[src/rtl/core/swps_pkg.sv]
// shared types and constants of the stop-and-wait packet sender
package swps_pkg;

   localparam int PACKET_BYTES_DEFAULT = 1024;
   localparam int HEADER_BYTES         = 5;
   localparam int MID_DEPTH            = 4;
   localparam int RSP_DEPTH            = 4;

   localparam logic [7:0] ASCII_ZERO  = 8'h30;
   localparam logic [7:0] ASCII_ONE   = 8'h31;
   localparam logic [7:0] FLAG_CHUNK  = 8'h43;
   localparam logic [7:0] FLAG_FINAL  = 8'h46;
   localparam logic [3:0] DIGIT_FIRST = 4'd1;
   localparam logic [3:0] DIGIT_LAST  = 4'd9;
   localparam logic [3:0] CHECK_SPLIT = 4'd10;

   typedef enum logic [1:0] {
      CMD_BYTE  = 2'd0,
      CMD_EOF   = 2'd1,
      CMD_REPLY = 2'd2,
      CMD_SEND  = 2'd3
   } cmd_type;

   typedef enum logic [1:0] {
      ST_ACCEPT = 2'd0,
      ST_BYTE   = 2'd1,
      ST_REFUSE = 2'd2
   } status_type;

   typedef enum logic [1:0] {
      PH_FILL = 2'd0,
      PH_SEND = 2'd1,
      PH_WAIT = 2'd2
   } phase_type;

   typedef struct packed {
      cmd_type    cmd;
      logic [7:0] data_byte;
      logic       ack_ok;
   } work_type;

   typedef struct packed {
      status_type status;
      logic [7:0] out_byte;
      logic       last_of_packet;
      logic       is_resend;
      logic       transfer_done;
   } result_type;

   localparam int WORK_BITS   = $bits(work_type);
   localparam int RESULT_BITS = $bits(result_type);

endpackage

[src/rtl/core/swps_fifo.sv]
// small first-in first-out queue in flip-flops
module swps_fifo
   import swps_pkg::*;
#(
   parameter int WIDTH = WORK_BITS,
   parameter int DEPTH = MID_DEPTH
) (
   input  logic                       clock,
   input  logic                       reset,
   input  logic                       push,
   input  logic [WIDTH-1:0]           push_data,
   output logic                       full,
   input  logic                       pop,
   output logic [WIDTH-1:0]           pop_data,
   output logic                       empty,
   output logic [$clog2(DEPTH+1)-1:0] count
);

   localparam int PTRW = $clog2(DEPTH);
   localparam int CNTW = $clog2(DEPTH + 1);

   logic [WIDTH-1:0] slot_ff [DEPTH];
   logic [PTRW-1:0]  wr_ptr_ff, wr_ptr_in;
   logic [PTRW-1:0]  rd_ptr_ff, rd_ptr_in;
   logic [CNTW-1:0]  count_ff, count_in;
   logic             do_push;
   logic             do_pop;

   assign full     = (count_ff == CNTW'(DEPTH));
   assign empty    = (count_ff == '0);
   assign count    = count_ff;
   assign pop_data = slot_ff[rd_ptr_ff];
   assign do_push  = push && !full;
   assign do_pop   = pop && !empty;

   always_comb begin
      wr_ptr_in = do_push ? wr_ptr_ff + 1'b1 : wr_ptr_ff;
      rd_ptr_in = do_pop ? rd_ptr_ff + 1'b1 : rd_ptr_ff;
      count_in  = count_ff;
      if (do_push && !do_pop) begin
         count_in = count_ff + 1'b1;
      end else if (do_pop && !do_push) begin
         count_in = count_ff - 1'b1;
      end
   end

   always_ff @(posedge clock) begin
      if (reset) begin
         wr_ptr_ff <= '0;
         rd_ptr_ff <= '0;
         count_ff  <= '0;
      end else begin
         wr_ptr_ff <= wr_ptr_in;
         rd_ptr_ff <= rd_ptr_in;
         count_ff  <= count_in;
      end
   end

   always_ff @(posedge clock) begin
      if (do_push) begin
         slot_ff[wr_ptr_ff] <= push_data;
      end
   end

endmodule

[config.mk]
export PLATFORM = sky130hd
export DESIGN_NAME = swps_fifo
export DESIGN_NICKNAME = d
export VERILOG_FILES = /design/src/rtl/core/swps_pkg.sv /design/src/rtl/core/swps_fifo.sv
export SDC_FILE = /design/constraint.sdc
export NUM_CORES = 1
export LEC_CHECK = 0
export BUFFER_PORTS_ARGS = -buffer_cell sky130_fd_sc_hd__buf_4
export CORE_ASPECT_RATIO = 0.6
export CORE_UTILIZATION = 40
export DETAILED_ROUTE_END_ITERATION = 6
export SLEW_MARGIN = 20
export SYNTH_ARGS = -nofsm -noshare
export SYNTH_HDL_FRONTEND = slang
export SYNTH_SLANG_ARGS = --single-unit
[constraint.sdc]
create_clock -name clock -period 2.4 [get_ports clock]
set_clock_uncertainty 0.1 [all_clocks]
set_input_delay 0.12 -clock clock [delete_from_list [all_inputs] [get_ports clock]]
set_output_delay 0.12 -clock clock [all_outputs]
set_load 0.03 [all_outputs]
# Word level (Yosys, flattened, before mapping)
# Memory sizes are Yosys's and may differ from the RTL's. A register that Yosys moved wholly into a read port is not among the register bits.
# Cells that the tools add are included.
[totals] reg_bits=7 latchBits=0 mem_bits_rw=44 mem_bits_ro=0 in_bits=15 memories=1
[mem_list] memory="slot_ff" words=4 word_bits=11 read_ports=1 rd_ports_with_merged_regs=1 write_ports=1 line="swps_fifo.sv:22" text="logic [WIDTH-1:0] slot_ff [DEPTH];"
[op_classes] n_addsub=4 mul=0 div=0 n_lt_le_gt_ge=0 eq_ne=1 n_shift=0 mux=6 n_bitwise=0 reduce_logical=10
[ops] op="3-bit two-way mux" n=2
[ops] op="2-bit by 1-bit adder with 2-bit output, second input constant" n=2
[ops] op="1-bit logical AND" n=4
[ops] op="1-bit logical NOT" n=4
[ops] op="2-bit two-way mux" n=2
[ops] op="3-bit by 1-bit adder with 3-bit output, second input constant" n=1
[ops] op="3-bit equality test, second input constant" n=1
[ops] op="3-bit logical NOT" n=1
[ops] op="3-bit by 1-bit subtractor with 3-bit output, second input constant" n=1
[ops] op="1-bit two-way mux" n=2
[ops] op="2-bit nonzero test" n=1

# Depth between registers and ports, before layout
[logic_depth] word_depth=7 ltp_mapped=8 mapped_depth_nobuf=8

# Worst setup path after synthesis
# No wires, ideal clock.
[synth_path] kind="register to register" from="register count_ff[2] (netlist: count[2])" to="register count_ff[2] (netlist: count[2])" setup_ns=0.070 t_arrival_ns=2.262 slack_ns=-0.032 stages_incl_launch_ff=9 n_path_buf=0 synth_period_minus_slack_ns=2.432 cell_sequence="dfxtp_1 > nor3b_2 > nor2_2 > ha_1 > inv_1 > fa_1 > xor2_1 > or3_1 > a21oi_1"
[synth_via] elab_chain_len=6 word_cells_on_any_way=15 cone_classes="2 x add/sub; 1 x eq/ne; 2 x mux; 10 x reduce/logical"
[synth_lines] element="start: declaration" line="swps_fifo.sv:25" text="logic [CNTW-1:0] count_ff, count_in;"
[synth_lines] element="start signal: assignment" line="swps_fifo.sv:55" text="count_ff <= count_in;"
[synth_lines] element="3-bit equality test (*)" line="swps_fifo.sv:29" text="assign full = (count_ff == CNTW'(DEPTH));"
[synth_lines] element="net full" line="swps_fifo.sv:12" text="output logic full,"
[synth_lines] element="1-bit logical NOT (*)" line="swps_fifo.sv:33" text="assign do_push = push && !full;"
[synth_lines] element="1-bit logical AND (*)" line="swps_fifo.sv:33"
[synth_lines] element="net do_push" line="swps_fifo.sv:26" text="logic do_push;"
[synth_lines] element="1-bit logical NOT" line="swps_fifo.sv:42" text="end else if (do_pop && !do_push) begin"
[synth_lines] element="1-bit logical AND" line="swps_fifo.sv:42"
[synth_lines] element="2-bit nonzero test (no line)"
# Mark *: on every way through the listed nets, which the timed path passes. The rest lies on a longest branch. The select of a mux whose other input is x is not followed.
# A chain may end at the register's enable or synchronous reset.

# Worst setup path after layout
[layout_path] from="register count_ff[1] (netlist: count[1])" to="register count_ff[2] (netlist: count[2])"
[layout_via] elab_chain_len=6 word_cells_on_any_way=15 cone_classes="2 x add/sub; 1 x eq/ne; 2 x mux; 10 x reduce/logical"
[layout_lines] element="3-bit equality test (*)" line="swps_fifo.sv:29"
[layout_lines] element="1-bit logical NOT (*)" line="swps_fifo.sv:33"
[layout_lines] element="1-bit logical AND (*)" line="swps_fifo.sv:33"
[layout_lines] element="net do_push" line="swps_fifo.sv:26"
[layout_lines] element="1-bit logical NOT" line="swps_fifo.sv:42"
[layout_lines] element="1-bit logical AND" line="swps_fifo.sv:42"
[layout_lines] element="2-bit nonzero test (no line)"
# Marks and branches as above.

==> metrics list <==
- After clock tree synthesis, the clock-pin slew on the worst setup and hold paths is 0.10 ns.
* Maximum Capacitance Violations: 0
- Average routed wire per standard cell: 16.22 µm
- Timing would allow up to 444.4 MHz.
- Starting utilization of the core area: a little over two fifths
- Layout cell share with drive strength beyond 1: 36.94%
- Internal power component: 0.001742 W
* Static leakage: 0.9366 nW
- The run finished with clean final reports.
- Via count of the first global-routing pass: 1112
- Number of max-slew violations in the final report: 0
* Total grt overflow: 0
- At the end of routability-driven placement, the weighted congestion stood at 0.7928.
* Min cycle time layout: ~2.3 ns
- The tree is rooted in a clkbuf_8.
- The synthesized design contains 44 enable-type register cells.
* First DRT Iteration DRCs: 86
* Detailed-placement wirelength estimate: 2399 µm
* Wire length of the first global-routing pass: 5575 µm
- The clock passes through at most 2 buffers.
* Die outline area: 5439 µm²
- TritonCTS built the clock tree.
- Summing all flip-flop and latch instances after layout gives 1503 µm².
* Unrepaired setup endpoints after global routing: no
- Worst slew slack as a fraction of its limit: 59.94%
- Required time of the worst setup path: ~2.5 ns
- Setup violators final: 0
- Number of buffers inserted to repair setup after CTS: 0
* # clock sinks: 53
- Register bit count reported by yosys: 53
- The area growth from synthesis to layout is 26.23%.
* Vias/cell: about 4.9
* Switching Share: 33.81%
* Critical path launch point type: flop
- The H-tree was split into 2 levels.
- Fill cells: 385
- Setup total negative slack: 0 ns
- Synthesis produced a netlist whose cell count is 105.
* Number of hold-slack violations in the final timing report: 0
- Vias post-DR: 1081
* Worst slew pin tran: 0.6000 ns
* Worst voltage drop across the vdd grid: 0.4040 mV
- Data arrival time of the critical path: 2.39 ns
- In this run the power spent charging and discharging nets is just under 0.0009 W.
- Of the available clock period, the critical path in the final layout requires 93.76%.
- The die is between 50 and 60 µm tall.
* Async set-reset flop share out of synthesis: 0%
* Count of inserted antenna diode cells: 0
* Top library cells by usage in the layout, fill and taps aside: 44 x edfxtp_1, 35 x buf_4, 12 x dlygate4sd3_1
- Worst Path Class, Setup: reg -> reg
* Sequential Power Share: 46.7%
- Entering global routing, the biggest net connects 18 pins.
- Sequential cells were found to cover 73.04% of the synthesized design area.
* Net Count, Synth: 126
* Clock latency reported for the late side of the worst-skew pair: 0.30 ns
- Global routing used 14.61% of the available tracks across all layers.
* Width of the die: roughly 95 µm
- Power Total: 0.002632 W
- Setup slack at placement: 0.1429 ns
- Synthesis Warnings: 0
* Number of remaining DRC errors: 0
* Final net count: 177
- Class of the tightest hold or removal check: in -> reg
- The floorplan step defined a core boundary enclosing 4755 µm².
* Std-Cell Rows: 19
- Input and output buffers added on the ports amount to 30.
- Number of optimization iterations in the first detailed-route pass: 4
- Wires add up to 3569 µm.
* Multi-input combinational cell area: 525.5 µm²
- Combinational logic burns between 30% and 40% of the power.
- 31 I/O pins were placed.
* Initial antenna violation count: 0
- In this run the remaining antenna-violating nets after routing total 0.
- Leaving out fill and tap cells, the most frequent cell in the layout is edfxtp_1.
- Number of buffers inserted during clock tree synthesis: 5
- Among all flip-flop cells after synthesis, the most frequent one is edfxtp_1.
- Power spread over the standard cell area amounts to 1014 nW/µm².
- Slack of the critical path: 0.1497 ns
- The clock network is responsible for 19.0% of the overall power.
- In this run the worst path has a maximum fanout of 7.
* Syn Std Cell Area: approximately 2100 µm²
- The average instance in the mapped netlist occupies 19.58 µm².
- The worst setup path is captured at a flop.
- Number of library cell types mapped by synthesis: 22
-- cell type report --
type	instances	area share [%]
Sequential cell	53	57.91
Multi-Input combinational cell	45	20.25
Timing Repair Buffer	47	14.75
Tap cell	63	3.038
Clock buffer	5	2.652
Clock inverter	3	0.8197
Inverter	4	0.5786
-- kinds of logic after synthesis --
group / after synthesis / share of synthesized area (%)
simple gates: 16 / 4.504
flops: 53 / 73.04
fa+ha+maj: 6 / 4.017
mux: 13 / 13.03
xor+xnor: 4 / 1.704
buf+inv: 7 / 1.704
compound gates: 6 / 2.009
-- metrics by stage --
stage	hold slack (ns)	instance area (µm²)	util, %	cells
after floorplan	0.1189	2062	-	105
after global placement	0.2186	2384	50.13	200
after detailed placement	0.2248	2384	50.13	200
after CTS	0.09456	2594	54.55	220
after global routing	0.1406	2595	54.58	220
final	0.1137	2595	54.58	220
-- registers in the layout (all words and copies together) (netlist names), named ones only --
signal and count:
count 3, rd_ptr_ff 2, slot_ff 44, wr_ptr_ff 2
-- power by group through the flow --
stage | Combinational, W | Sequential (W) | Clock, W
6_report | 0.000903 | 0.00123 | 0.000501
5_1_grt | 0.000967 | 0.00125 | 0.000543
4_1_cts | 0.000917 | 0.00123 | 0.000512
3_5_place_dp | 0.000900 | 0.00125 | 0
3_3_place_gp | 0.000883 | 0.00124 | 0
2_1_floorplan | 0.000609 | 0.00123 | 0
-- per-layer routing --
layer  vias up  share of wire [%]  GRT usage (%)
met1       547                 44          18.55
li1        505                  -              -
met5         -                  0              0
met3         2                4.7          4.000
met2        27                 51          24.74
met4         0               0.48          4.545
-- worst paths after layout --
| path | start | to | slack (ns) | cells after the start |
|---|---|---|---|---|
| setup / recovery | count[1] | count[2] | 0.15 | 8 |
| hold / removal | pop | rd_ptr_ff[0] | 0.11 | 4 |
| setup reg to reg | count[1] | count[2] | 0.15 | 8 |
| hold reg to reg | wr_ptr_ff[1] | wr_ptr_ff[1] | 0.43 | 2 |
-- cells in the mapped netlist, types with 2 or more instances --
cell | n | area (µm²)
edfxtp_1 | 44 | 1321
a21oi_1 | 2 | 10.01
and2_1 | 4 | 25.02
mux4_2 | 11 | 247.7
or3_1 | 2 | 12.51
ha_1 | 5 | 62.56
mux2i_1 | 2 | 20.02
o21ai_0 | 2 | 10.01
nor2_1 | 5 | 18.77
dfxtp_1 | 9 | 180.2
inv_1 | 4 | 15.01
nand2b_1 | 2 | 12.51
xor2_1 | 4 | 35.03
-- timing repair --
item                                    CTS  global route
resized for setup                         0             1
endpoints found under the setup margin    0             1
hold buffers                             12             0
endpoints found under the hold margin    52             0
-- critical path, stage by stage (launching register included) --
cell	delay [ns]
dfxtp_1	0.54
nor3b_4	0.11
nor2_2	0.21
ha_1	0.22
inv_1	0.06
fa_1	0.37
xor2_1	0.16
or3_1	0.30
a21oi_1	0.13
No activity file was read; power rests on OpenSTA's default activity.
