==> config.mk <==
export PLATFORM = sky130hd
export DESIGN_NAME = swps_front
export DESIGN_NICKNAME = d
export VERILOG_FILES = /design/src/rtl/core/swps_pkg.sv /design/src/rtl/core/swps_fifo.sv /design/src/rtl/core/swps_front.sv
export SDC_FILE = /design/constraint.sdc
export NUM_CORES = 1
export LEC_CHECK = 0
export BUFFER_PORTS_ARGS = -buffer_cell sky130_fd_sc_hd__buf_2
export CAP_MARGIN = 20
export CORE_AREA = 2 2 76 78
export CTS_BUF_LIST = sky130_fd_sc_hd__clkbuf_8 sky130_fd_sc_hd__clkbuf_16
export DETAILED_ROUTE_END_ITERATION = 12
export DIE_AREA = 0 0 78 80
export SLEW_MARGIN = 10
export SYNTH_ARGS = -nofsm -noshare
export SYNTH_HDL_FRONTEND = slang
export SYNTH_SLANG_ARGS = --single-unit
==> constraint.sdc <==
create_clock -name clock -period 5.16 [get_ports clock]
set_input_delay 1.032 -clock clock [delete_from_list [all_inputs] [get_ports clock]]
set_output_delay 1.032 -clock clock [all_outputs]
set_load 0.005 [all_outputs]
==> src/rtl/core/swps_pkg.sv <==
// shared types and constants of the stop-and-wait packet sender
package swps_pkg;

   localparam int PACKET_BYTES_DEFAULT = 1024;
   localparam int HEADER_BYTES         = 5;
   localparam int MID_DEPTH            = 4;
   localparam int RSP_DEPTH            = 4;

   localparam logic [7:0] ASCII_ZERO  = 8'h30;
   localparam logic [7:0] ASCII_ONE   = 8'h31;
   localparam logic [7:0] FLAG_CHUNK  = 8'h43;
   localparam logic [7:0] FLAG_FINAL  = 8'h46;
   localparam logic [3:0] DIGIT_FIRST = 4'd1;
   localparam logic [3:0] DIGIT_LAST  = 4'd9;
   localparam logic [3:0] CHECK_SPLIT = 4'd10;

   typedef enum logic [1:0] {
      CMD_BYTE  = 2'd0,
      CMD_EOF   = 2'd1,
      CMD_REPLY = 2'd2,
      CMD_SEND  = 2'd3
   } cmd_type;

   typedef enum logic [1:0] {
      ST_ACCEPT = 2'd0,
      ST_BYTE   = 2'd1,
      ST_REFUSE = 2'd2
   } status_type;

   typedef enum logic [1:0] {
      PH_FILL = 2'd0,
      PH_SEND = 2'd1,
      PH_WAIT = 2'd2
   } phase_type;

   typedef struct packed {
      cmd_type    cmd;
      logic [7:0] data_byte;
      logic       ack_ok;
   } work_type;

   typedef struct packed {
      status_type status;
      logic [7:0] out_byte;
      logic       last_of_packet;
      logic       is_resend;
      logic       transfer_done;
   } result_type;

   localparam int WORK_BITS   = $bits(work_type);
   localparam int RESULT_BITS = $bits(result_type);

endpackage

==> src/rtl/core/swps_fifo.sv <==
// small first-in first-out queue in flip-flops
module swps_fifo
   import swps_pkg::*;
#(
   parameter int WIDTH = WORK_BITS,
   parameter int DEPTH = MID_DEPTH
) (
   input  logic                       clock,
   input  logic                       reset,
   input  logic                       push,
   input  logic [WIDTH-1:0]           push_data,
   output logic                       full,
   input  logic                       pop,
   output logic [WIDTH-1:0]           pop_data,
   output logic                       empty,
   output logic [$clog2(DEPTH+1)-1:0] count
);

   localparam int PTRW = $clog2(DEPTH);
   localparam int CNTW = $clog2(DEPTH + 1);

   logic [WIDTH-1:0] slot_ff [DEPTH];
   logic [PTRW-1:0]  wr_ptr_ff, wr_ptr_in;
   logic [PTRW-1:0]  rd_ptr_ff, rd_ptr_in;
   logic [CNTW-1:0]  count_ff, count_in;
   logic             do_push;
   logic             do_pop;

   assign full     = (count_ff == CNTW'(DEPTH));
   assign empty    = (count_ff == '0);
   assign count    = count_ff;
   assign pop_data = slot_ff[rd_ptr_ff];
   assign do_push  = push && !full;
   assign do_pop   = pop && !empty;

   always_comb begin
      wr_ptr_in = do_push ? wr_ptr_ff + 1'b1 : wr_ptr_ff;
      rd_ptr_in = do_pop ? rd_ptr_ff + 1'b1 : rd_ptr_ff;
      count_in  = count_ff;
      if (do_push && !do_pop) begin
         count_in = count_ff + 1'b1;
      end else if (do_pop && !do_push) begin
         count_in = count_ff - 1'b1;
      end
   end

   always_ff @(posedge clock) begin
      if (reset) begin
         wr_ptr_ff <= '0;
         rd_ptr_ff <= '0;
         count_ff  <= '0;
      end else begin
         wr_ptr_ff <= wr_ptr_in;
         rd_ptr_ff <= rd_ptr_in;
         count_ff  <= count_in;
      end
   end

   always_ff @(posedge clock) begin
      if (do_push) begin
         slot_ff[wr_ptr_ff] <= push_data;
      end
   end

endmodule

==> src/rtl/core/swps_front.sv <==
// front end: takes request items, classifies them and queues them for the back end
module swps_front
   import swps_pkg::*;
(
   input  logic       clock,
   input  logic       reset,
   input  logic       req_push,
   output logic       req_full,
   input  logic [1:0] req_cmd,
   input  logic [7:0] req_data_byte,
   input  logic       req_ack_ok,
   input  logic       work_pop,
   output logic       work_empty,
   output work_type   work_item
);

   work_type                 in_item;
   logic [WORK_BITS-1:0]     head_bits;
   logic [$clog2(MID_DEPTH+1)-1:0] mid_count;

   // only the field that the command uses is kept, the rest is cleared
   always_comb begin
      in_item.cmd       = cmd_type'(req_cmd);
      in_item.data_byte = (in_item.cmd == CMD_BYTE) ? req_data_byte : 8'd0;
      in_item.ack_ok    = (in_item.cmd == CMD_REPLY) && req_ack_ok;
   end

   swps_fifo #(
      .WIDTH (WORK_BITS),
      .DEPTH (MID_DEPTH)
   ) u_mid_queue (
      .clock     (clock),
      .reset     (reset),
      .push      (req_push),
      .push_data (in_item),
      .full      (req_full),
      .pop       (work_pop),
      .pop_data  (head_bits),
      .empty     (work_empty),
      .count     (mid_count)
   );

   assign work_item = work_type'(head_bits);

endmodule

## Word-level counts from Yosys, hierarchy flattened

Memory sizes are Yosys's and may differ from the RTL's. A register that Yosys moved wholly into a read port is not among the register bits.
Index checks and enable logic that the tools add are counted.
Widths: inputs -> output; s select.

| storage, ports and cells | value |
|---|---|
| output and inout port bits | 13 |
| input bits | 15 |
| register bits | 7 |
| logic and storage cells | 29 |
| memories kept | 1 |
| bits in writable memories | 44 |

Memories:

| name | words | bits a word | read ports | clocked after Yosys merged registers in | write ports | line | RTL |
|---|---|---|---|---|---|---|---|
| u_mid_queue.slot_ff | 4 | 11 | 1 | 1 | 1 | swps_fifo.sv:22 | `logic [WIDTH-1:0] slot_ff [DEPTH];` |

| cells by class | value |
|---|---|
| equality and inequality tests | 2 |
| add/subtract/negate cells | 4 |
| reductions and logical operators | 12 |
| mux-type cells | 7 |

Operators by type and width:

| kind | count |
|---|---|
| $mux 8 | 1 |
| $mux 3 | 2 |
| $logic_and 1x1->1 | 5 |
| $add 2x1->2 const B | 2 |
| $logic_not 1->1 | 4 |
| $mux 2 | 2 |
| $add 3x1->3 const B | 1 |
| $eq 3x3->1 const B | 1 |
| $logic_not 3->1 | 1 |
| $sub 3x1->3 const B | 1 |
| $eq 2x2->1 const B | 1 |
| $logic_not 2->1 | 1 |
| $mux 1 | 2 |
| $reduce_bool 2->1 | 1 |

## Logic depth before layout (Yosys ltp)

Gate-level depths: netlist (run 1).

| depth | value |
|---|---|
| word-level depth | 7 |
| mapped depth | 8 |
| depth with buffers taken out | 8 |

## Hierarchy

From an unflattened synthesis (run 1), not the netlist that was laid out.

| unflattened totals | value |
|---|---|
| cells, all modules | 116 |
| area total of the unflattened synthesis | 2183.3 µm² |

By module, submodules not included:

| module | area an instance (µm²) | seq. area each (µm²) | cells each | instances |
|---|---|---|---|---|
| swps_fifo | 2055.7 | 1501.4 | 105 | 1 |
| swps_front | 127.6 | 0.0 | 11 | 1 |

## Worst setup path after synthesis (run 1)

OpenSTA, ideal clock, no wires.

| timing | value |
|---|---|
| path type | in2reg |
| start | in req_push |
| end | reg u_mid_queue.count_ff[2], in the netlist u_mid_queue.count[2] |
| data required time | 5.090 ns |
| buffers on the path | 0 |
| stages | 8 |
| library setup time | 0.070 ns |
| slack | 2.644 ns |
| arrival | 2.446 ns |
| cells stage by stage | inv_1 nor2_2 ha_1 inv_1 fa_1 xor2_1 or3_1 a21oi_1 |

| between the ends | value |
|---|---|
| longest elaborated chain between the ends | 4 |
| elaborated cells on any way between the ends | 6 |
| classes of those cells | 1 x mux; 5 x reduce/logical |

RTL lines:

| element | line | RTL |
|---|---|---|
| start, declared | swps_front.sv:7 | `input logic req_push,` |
| $logic_and 1x1->1 * | swps_fifo.sv:33 | `assign do_push = push && !full;` |
| via u_mid_queue.do_push | swps_fifo.sv:26 | `logic do_push;` |
| $logic_not 1->1 | swps_fifo.sv:42 | `end else if (do_pop && !do_push) begin` |
| $logic_and 1x1->1 | swps_fifo.sv:42 |  |
| $reduce_bool 2->1 (no source line) | - |  |
| end signal, assigned | swps_fifo.sv:55 | `count_ff <= count_in;` |
| end, declared | swps_fifo.sv:25 | `logic [CNTW-1:0] count_ff, count_in;` |

The timed path passes the listed nets; every way through them passes the cells marked *.
A chain may end at the register's enable or synchronous reset.

==> results.yml, run 1 <==
power_and_ir_drop:
  power_leakage_uw: 0.000891
  power.total_uw: 1140
  p_per_area_nw_per_um2: 464
  ir_worst_vdd_mv: 0.238
detailed_routing:
  ant_nets: 0
  route.detailed.drc: 0
  viasPerCell: 4.92
  drtIter0Drc: 47
  wl_met3_microns: 176
  via_count: 1078
  routed_wl_microns: 3520
  top_layer: "met4"
  wl_per_cell_microns: 16.1
  dr.pass1.iters: 4
  met2_wirelength_microns: 1870
  wl_met1_microns: 1450
layout:
  most-common-layout-cells: "44 x edfxtp_1, 27 x buf_2, 12 x and2_1"
  layout_commonest_cell: "edfxtp_1"
  finalNetCount: 167
  syn2layout_area_growth_pct: 16.0
  antenna_cells: 0
  drive_gt1_frac: 0.333
critical_path:
  end_kind: "output port"
  critPathSlowestCell: "dfxtp_1"
  cp.required_ps: 4130
  cp.arrival_ps: 1860
  worstSetupPathType: "register to output port"
  slowest_delay_ps: 830
  crit_fanout: 11
  path_cells: "mux4_2 -> buf_2"
  cp-start-kind: "register"
logic_synthesis:
  synth-simple-area-share: 0.0732
  synth_fa_ha_area_frac: 0.0390
  synth-seq-cells: 53
  synth_fp_nets: 136
  synth_seq_area_share: 0.709
  synth_cell_types: 23
  synth_top_family_by_area: "multiplexers"
  ys.warnings.count: 0
  synth_mux_area_frac: 0.126
  syn_area_sq_um: 2120
  synthXorXnorAreaFrac: 0.0165
  avgSynthCellArea_sq_um: 18.4
  netlist_instances: 115
  synth_compound_area_frac: 0.0195
placed_design:
  gp_congestion: 0.704
  port_buffers: 27
  place_hpwl_microns: 2340
clocking:
  worstSkewPairLatency_ps: 300
  cts.repair.resized: 0
  post_cts_buffers: 0
  path_clk_slew_ps: 90
  clock-sinks: 53
  cts_root_buf: "clkbuf_8"
  clockBufferDepth: 2
  cts_tree: "yes"
  cts_buffers: 5
  h-tree-depth: 2
  cts-hold-fix-buffers: 0
timing:
  rsz0062_at_grt: "false"
  setup_tns_ps: 0
  max_freq_mhz: 345
  skew_ps: 9.24
  post-route-period-util: 0.561
  period_needed_ps: 2890
  finalHoldViolations: 0
  max_slew.worst_pin.slew_ps: 765
  setup_viol: 0
  slew_headroom: 0.489
  drv_slew: 0
floorplanning:
  io_pins: 28
  fp-row-count: 27
  start_util: 0.392
  dieHeight_microns: 80
  die-width_microns: 78
  dieArea_sq_um: 6240
  core-area_sq_um: 5410
status:
  status: "finished, final reports clean"
worst_hold_path:
  worstHoldPathType: "register to register"
global_routing:
  grt_pass1_vias: 1158
  grt_usage: 0.124
  grt_overflow: 0
  grt_max_degree: 17
  grt_pass1_wl_microns: 5690
  antenna_found_initial: 0
job:
  cap_viol_max_count: 0
[cells by family after synthesis]
logic type | after synthesis
compound gates | 6
simple gates | 26
xor+xnor | 4
flops | 53
mux | 13
buf+inv | 7
fa+ha+maj | 6
[critical path: cells and delay by family (launching register included)]
family,cells,cell delay (ps)
multiplexers,1,600
buffers and inverters,1,140
flip-flops,1,830
[worst paths after layout]
check / start / endpoint / slack, ps / depth (start not counted)
min reg2reg: u_mid_queue.wr_ptr_ff[0]$_SDFFE_PP0P_ / u_mid_queue.wr_ptr_ff[0]$_SDFFE_PP0P_ / 530 / 2
min: u_mid_queue.wr_ptr_ff[0]$_SDFFE_PP0P_ / u_mid_queue.wr_ptr_ff[0]$_SDFFE_PP0P_ / 530 / 2
max: register / work_item[6] / 2270 / 2
max reg2reg: u_mid_queue.count[0]$_SDFFE_PP0P_ / u_mid_queue.count[2]$_SDFFE_PP0P_ / 2940 / 8
[cells in the mapped netlist, drive strengths merged]
cell type | number | share of area
nor3b | 1 | 0.0059
a21oi | 2 | 0.0047
fa | 1 | 0.0095
or3 | 2 | 0.0059
o311ai | 1 | 0.0041
o31ai | 1 | 0.0059
and3b | 1 | 0.0041
xor2 | 4 | 0.017
buf | 2 | 0.0077
mux2i | 2 | 0.0095
o21ai | 2 | 0.0047
dfxtp | 9 | 0.085
and2 | 12 | 0.035
ha | 5 | 0.030
inv | 4 | 0.0071
clkbuf | 1 | 0.0018
nand2b | 2 | 0.0059
edfxtp | 44 | 0.62
nor3 | 1 | 0.0024
mux4 | 11 | 0.12
nor2 | 7 | 0.014
[per-layer routing]
metal / up-vias / global-route usage
li1: 503 / -
met4: 0 / 0.0316
met2: 26 / 0.222
met1: 545 / 0.143
met3: 4 / 0.0407
met5: - / 0
[registers in the layout (all words and copies together) (netlist names), named ones only]
register and cells:
u_mid_queue.slot_ff 44, u_mid_queue.count 3, u_mid_queue.rd_ptr_ff 2, u_mid_queue.wr_ptr_ff 2
[area by class of cell]
cell class	instances	area [sq um]
inverters	4	15.0
clock inverters	3	65.1
well taps	72	90.1
repair buffers	27	135
fillers	489	2950
flip-flops and latches	53	1500
multi-input cells	55	582
clock buffers	5	68.8
[metrics by stage]
stage	setup WS (ps)	instance area, sq um	hold slack, ps	cells	utilization
2_1_floorplan	2640	2120	482	115	-
3_3_place_gp	2510	2320	497	211	0.430
3_5_place_dp	2370	2320	522	211	0.430
4_1_cts	2200	2460	535	219	0.455
5_1_grt	2120	2460	567	219	0.455
6_report	2270	2460	535	219	0.455
[power breakdown]
part           leakage (uW)  internal, uW  switching (uW)
clock             0.0000681           193             130
sequential         0.000487           519            57.0
combinational      0.000335           140             101
(Power assumes the default switching activity.)
==> run 2, diff against run 1 <==
==> constraint.sdc (replaced) <==
create_clock -name clock -period 3 [get_ports clock]
set_input_delay 0.6 -clock clock [delete_from_list [all_inputs] [get_ports clock]]
set_output_delay 0.6 -clock clock [all_outputs]
set_load 0.005 [all_outputs]
==> run 2 against run 1 <==
  * Final area is 0.81% lower
  * Critical path type unchanged
  * Worst hold slack worse by 2.0 ps
  * Largest power group unchanged
  * Core utilization is 0.37 points lower
  * Critical path depth is 1 higher
  * Worst setup slack worse by 1600 ps
==> results.yml, run 2 (same netlist as run 1, synthesis figures left out) <==
status:
  status: "finished, final reports clean"
global_routing:
  grt_max_degree: 16
  grt_overflow: 0
  grt_pass1_wl_microns: 5400
  grt_usage: 0.119
  antenna_found_initial: 0
  grt_pass1_vias: 1098
layout:
  largest_register_ffs: 44
  antenna_cells: 0
  drive_gt1_frac: 0.324
  final_core_util: 0.451
  layout_commonest_cell: "edfxtp_1"
  finalNetCount: 168
  syn2layout_area_growth_pct: 15.1
  regMostFlops: "u_mid_queue.slot_ff"
  most-common-layout-cells: "44 x edfxtp_1, 27 x buf_2, 12 x and2_1"
timing:
  period_needed_ps: 2290
  finalHoldViolations: 0
  max_freq_mhz: 437
  drv_slew: 0
  skew_ps: 4.36
  slew_headroom: 0.567
  rsz0062_at_grt: "false"
  max_slew.worst_pin.slew_ps: 647
  setup_tns_ps: 0
  setup_viol: 0
  post-route-period-util: 0.763
placed_design:
  gp_congestion: 0.730
  port_buffers: 27
  place_hpwl_microns: 2320
detailed_routing:
  ant_nets: 0
  dr.pass1.iters: 4
  drtIter0Drc: 95
  route.detailed.drc: 0
  viasPerCell: 4.85
  via_count: 1066
  wl_per_cell_microns: 15.6
  routed_wl_microns: 3420
critical_path:
  cp.required_ps: 2400
  critPathSlowestCell: "mux4_2"
  slowest_delay_ps: 530
  worstSetupPathType: "register to output port"
  path_cells: "buf_4 -> mux4_2 -> buf_2"
  crit_family: "multiplexers"
  cp.arrival_ps: 1690
  worst-path-buf-inv: 2
  cp-start-kind: "register"
  end_kind: "output port"
  crit_fanout: 8
floorplanning:
  core-area_sq_um: 5410
  die-width_microns: 78
  dieHeight_microns: 80
  fp-row-count: 27
  start_util: 0.392
  io_pins: 28
  dieArea_sq_um: 6240
clocking:
  clock-sinks: 53
  post_cts_buffers: 0
  cts_tree: "yes"
  clockBufferDepth: 2
  cts-hold-fix-buffers: 0
  path_clk_slew_ps: 80
  cts.repair.resized: 0
  worstSkewPairLatency_ps: 290
  cts_root_buf: "clkbuf_8"
  cts_buffers: 5
  h-tree-depth: 2
power_and_ir_drop:
  p_per_area_nw_per_um2: 766
  ir_worst_vdd_mv: 0.333
  net-switching-power_uw: 480
  power_leakage_uw: 0.000885
  pwr-share-seq: 0.517
  p_int_uw: 1390
  p_sw_frac: 0.257
  clkPwrFrac: 0.241
  combPwrFrac: 0.242
job:
  cap_viol_max_count: 0
worst_hold_path:
  worstHoldPathType: "register to register"
==> run 2: cell type report <==
| cell class | count | area [sq um] |
|---|---|---|
| fill | 487 | 2970 |
| sequential | 53 | 1500 |
| multi-input combinational | 55 | 582 |
| timing repair buffer | 28 | 143 |
| tap | 72 | 90.1 |
| clock buffer | 5 | 68.8 |
| clock inverter | 3 | 37.5 |
| inverter | 4 | 15.0 |
==> run 2: final timing paths <==
path / cells past startpoint / slack (ps) / to / startpoint
worst min register to register: 2 / 530 / u_mid_queue.wr_ptr_ff[1]$_SDFFE_PP0P_ / u_mid_queue.wr_ptr_ff[1]$_SDFFE_PP0P_
worst max register to register: 8 / 820 / u_mid_queue.count[2]$_SDFFE_PP0P_ / u_mid_queue.count[0]$_SDFFE_PP0P_
worst min-delay path: 2 / 530 / u_mid_queue.wr_ptr_ff[1]$_SDFFE_PP0P_ / u_mid_queue.wr_ptr_ff[1]$_SDFFE_PP0P_
worst max-delay path: 3 / 710 / work_item[6] / register
==> run 2: worst register-to-register path, cell delays in order, from the launching register on <==
cell and delay (ps):
dfxtp_1 490, nor3b_2 120, nor2_2 210, ha_1 240
inv_1 70, fa_1 370, xor2_1 180, or3_1 300
a21oi_1 140
==> run 2: power by group through the flow <==
stage,clock [uW],combinational (uW),sequential (uW)
floorplan,0,331,952
global placement,0,447,978
detailed placement,0,465,984
CTS,463,466,967
global route,487,508,979
finish,450,452,964
==> run 2: routing by layer <==
layer,wire [microns],GRT usage
met3,174,0.0271
met2,1730,0.209
met5,0,0
met4,40,0.0526
met1,1480,0.139
==> run 2: stage by stage <==
| step | hold slack [ps] | instance area, sq um | total power [uW] | cells | setup slack, ps |
|---|---|---|---|---|---|
| floorplan | 482 | 2120 | 1280 | 115 | 916 |
| global placement | 498 | 2330 | 1420 | 212 | 782 |
| detailed placement | 522 | 2330 | 1450 | 212 | 687 |
| CTS | 534 | 2440 | 1900 | 220 | 664 |
| global route | 552 | 2440 | 1970 | 220 | 581 |
| finish | 533 | 2440 | 1870 | 220 | 712 |
==> run 3, diff against run 2 <==
==> constraint.sdc (replaced) <==
create_clock -name clock -period 2.3 [get_ports clock]
set_input_delay 0.46 -clock clock [delete_from_list [all_inputs] [get_ports clock]]
set_output_delay 0.46 -clock clock [all_outputs]
set_load 0.005 [all_outputs]
==> run 3 against run 2 <==
  * Total power increased by 25%
  * Non-clock buffer count increased by 1
  * Sequential share of layout area is 0.48 points higher
  * Clock power up 7.8%
  * Highest routed layer unchanged
==> results.yml, run 3 (same netlist as run 1, synthesis figures left out) <==
floorplanning:
  fp-row-count: 27
  dieHeight_microns: 80
  dieArea_sq_um: 6240
  die-width_microns: 78
  io_pins: 28
  start_util: 0.392
  core-area_sq_um: 5410
timing:
  rsz0062_at_grt: "false"
  setup_tns_ps: 0
  finalHoldViolations: 0
  slew_headroom: 0.592
  max_freq_mhz: 479
  skew_ps: 6.53
  post-route-period-util: 0.908
  drv_slew: 0
  max_slew.worst_pin.slew_ps: 612
  setup_viol: 0
  setup_ws_ps: 212
  period_needed_ps: 2090
clocking:
  cts_root_buf: "clkbuf_8"
  h-tree-depth: 2
  cts-hold-fix-buffers: 0
  cts.repair.resized: 0
  clockBufferDepth: 2
  cts_tree: "yes"
  worstSkewPairLatency_ps: 300
  path_clk_slew_ps: 90
  clock-sinks: 53
  cts_buffers: 5
  post_cts_buffers: 0
layout:
  antenna_cells: 0
  regMostFlops: "u_mid_queue.slot_ff"
  layout_commonest_cell: "edfxtp_1"
  finalNetCount: 169
  most-common-layout-cells: "44 x edfxtp_1, 27 x buf_2, 12 x and2_1"
  drive_gt1_frac: 0.331
  largest_register_ffs: 44
  syn2layout_area_growth_pct: 14.2
critical_path:
  critPathSlowestCell: "dfxtp_1"
  cp-start-kind: "register"
  path_cells: "o31ai_2 -> ha_1 -> inv_1 -> fa_1 -> xor2_1 -> or3_1 -> a21oi_1"
  end_kind: "register"
  worst-path-buf-inv: 1
  cp.arrival_ps: 2320
  worstSetupPathType: "register to register"
  crit_family: "adder cells"
  crit_fanout: 6
  slowest_delay_ps: 400
  cp.required_ps: 2530
worst_hold_path:
  worstHoldPathType: "primary input to register"
placed_design:
  place_hpwl_microns: 2310
  place_ws_ps: 195
  gp_congestion: 0.658
  port_buffers: 27
global_routing:
  antenna_found_initial: 0
  grtUsageMet3: 0.0441
  grt_usage: 0.123
  grtUsageMet1: 0.145
  grt_max_degree: 16
  grt_overflow: 0
  busiest_layer: "met2"
  grt_pass1_wl_microns: 5490
  grt_pass1_vias: 1096
  grtUsageMet2: 0.208
detailed_routing:
  dr.pass1.iters: 4
  viasPerCell: 4.85
  wl_per_cell_microns: 15.9
  via_count: 1068
  ant_nets: 0
  drtIter0Drc: 41
  routed_wl_microns: 3510
  route.detailed.drc: 0
power_and_ir_drop:
  ir_worst_vdd_mv: 0.532
  p_per_area_nw_per_um2: 966
  power_leakage_uw: 0.000871
job:
  cap_viol_max_count: 0
status:
  status: "finished, final reports clean"
[run 3: power by group]
group / switching (uW) / total, uW / internal [uW]
sequential: 80.8 / 1250 / 1160
clock: 281 / 485 / 205
combinational: 277 / 605 / 328
total: 638 / 2340 / 1700
[run 3: metal layers]
metal	up-vias	routed length, microns
met5	-	0
met4	0	47
met3	5	138
met2	21	1820
met1	540	1500
li1	502	-
[run 3: per-stage QoR]
stage | instances | util | instance area [sq um] | power [uW] | hold WS [ps]
5_1_grt | 220 | 0.447 | 2420 | 2460 | 399
6_report | 220 | 0.447 | 2420 | 2340 | 408
2_1_floorplan | 115 | - | 2120 | 1670 | 482
4_1_cts | 220 | 0.447 | 2420 | 2360 | 400
3_3_place_gp | 213 | 0.433 | 2340 | 1860 | 493
3_5_place_dp | 213 | 0.433 | 2340 | 1890 | 518
[run 3: worst paths after layout]
check,from,endpoint,slack (ps),cells after the start
setup / recovery,u_mid_queue.count[0]$_SDFFE_PP0P_,u_mid_queue.count[2]$_SDFFE_PP0P_,210,7
hold reg to reg,u_mid_queue.wr_ptr_ff[1]$_SDFFE_PP0P_,u_mid_queue.wr_ptr_ff[1]$_SDFFE_PP0P_,530,2
setup reg to reg,u_mid_queue.count[0]$_SDFFE_PP0P_,u_mid_queue.count[2]$_SDFFE_PP0P_,210,7
hold / removal,req_cmd[1],u_mid_queue.slot_ff[2][10]$_DFFE_PP_,410,1
[run 3: cell type report]
cell class                      count  area, sq um
Tap cell                           72         90.1
Timing Repair Buffer               29          150
Sequential cell                    53         1500
Multi-Input combinational cell     55          582
Clock inverter                      2         11.3
Fill cell                         489         2990
Clock buffer                        5         68.8
Inverter                            4         15.0
[run 3: worst reg2reg max path: stages, from the launching register on]
cell     delay, ps
dfxtp_1        400
o31ai_2        320
ha_1           230
inv_1           60
fa_1           370
xor2_1         170
or3_1          310
a21oi_1        160
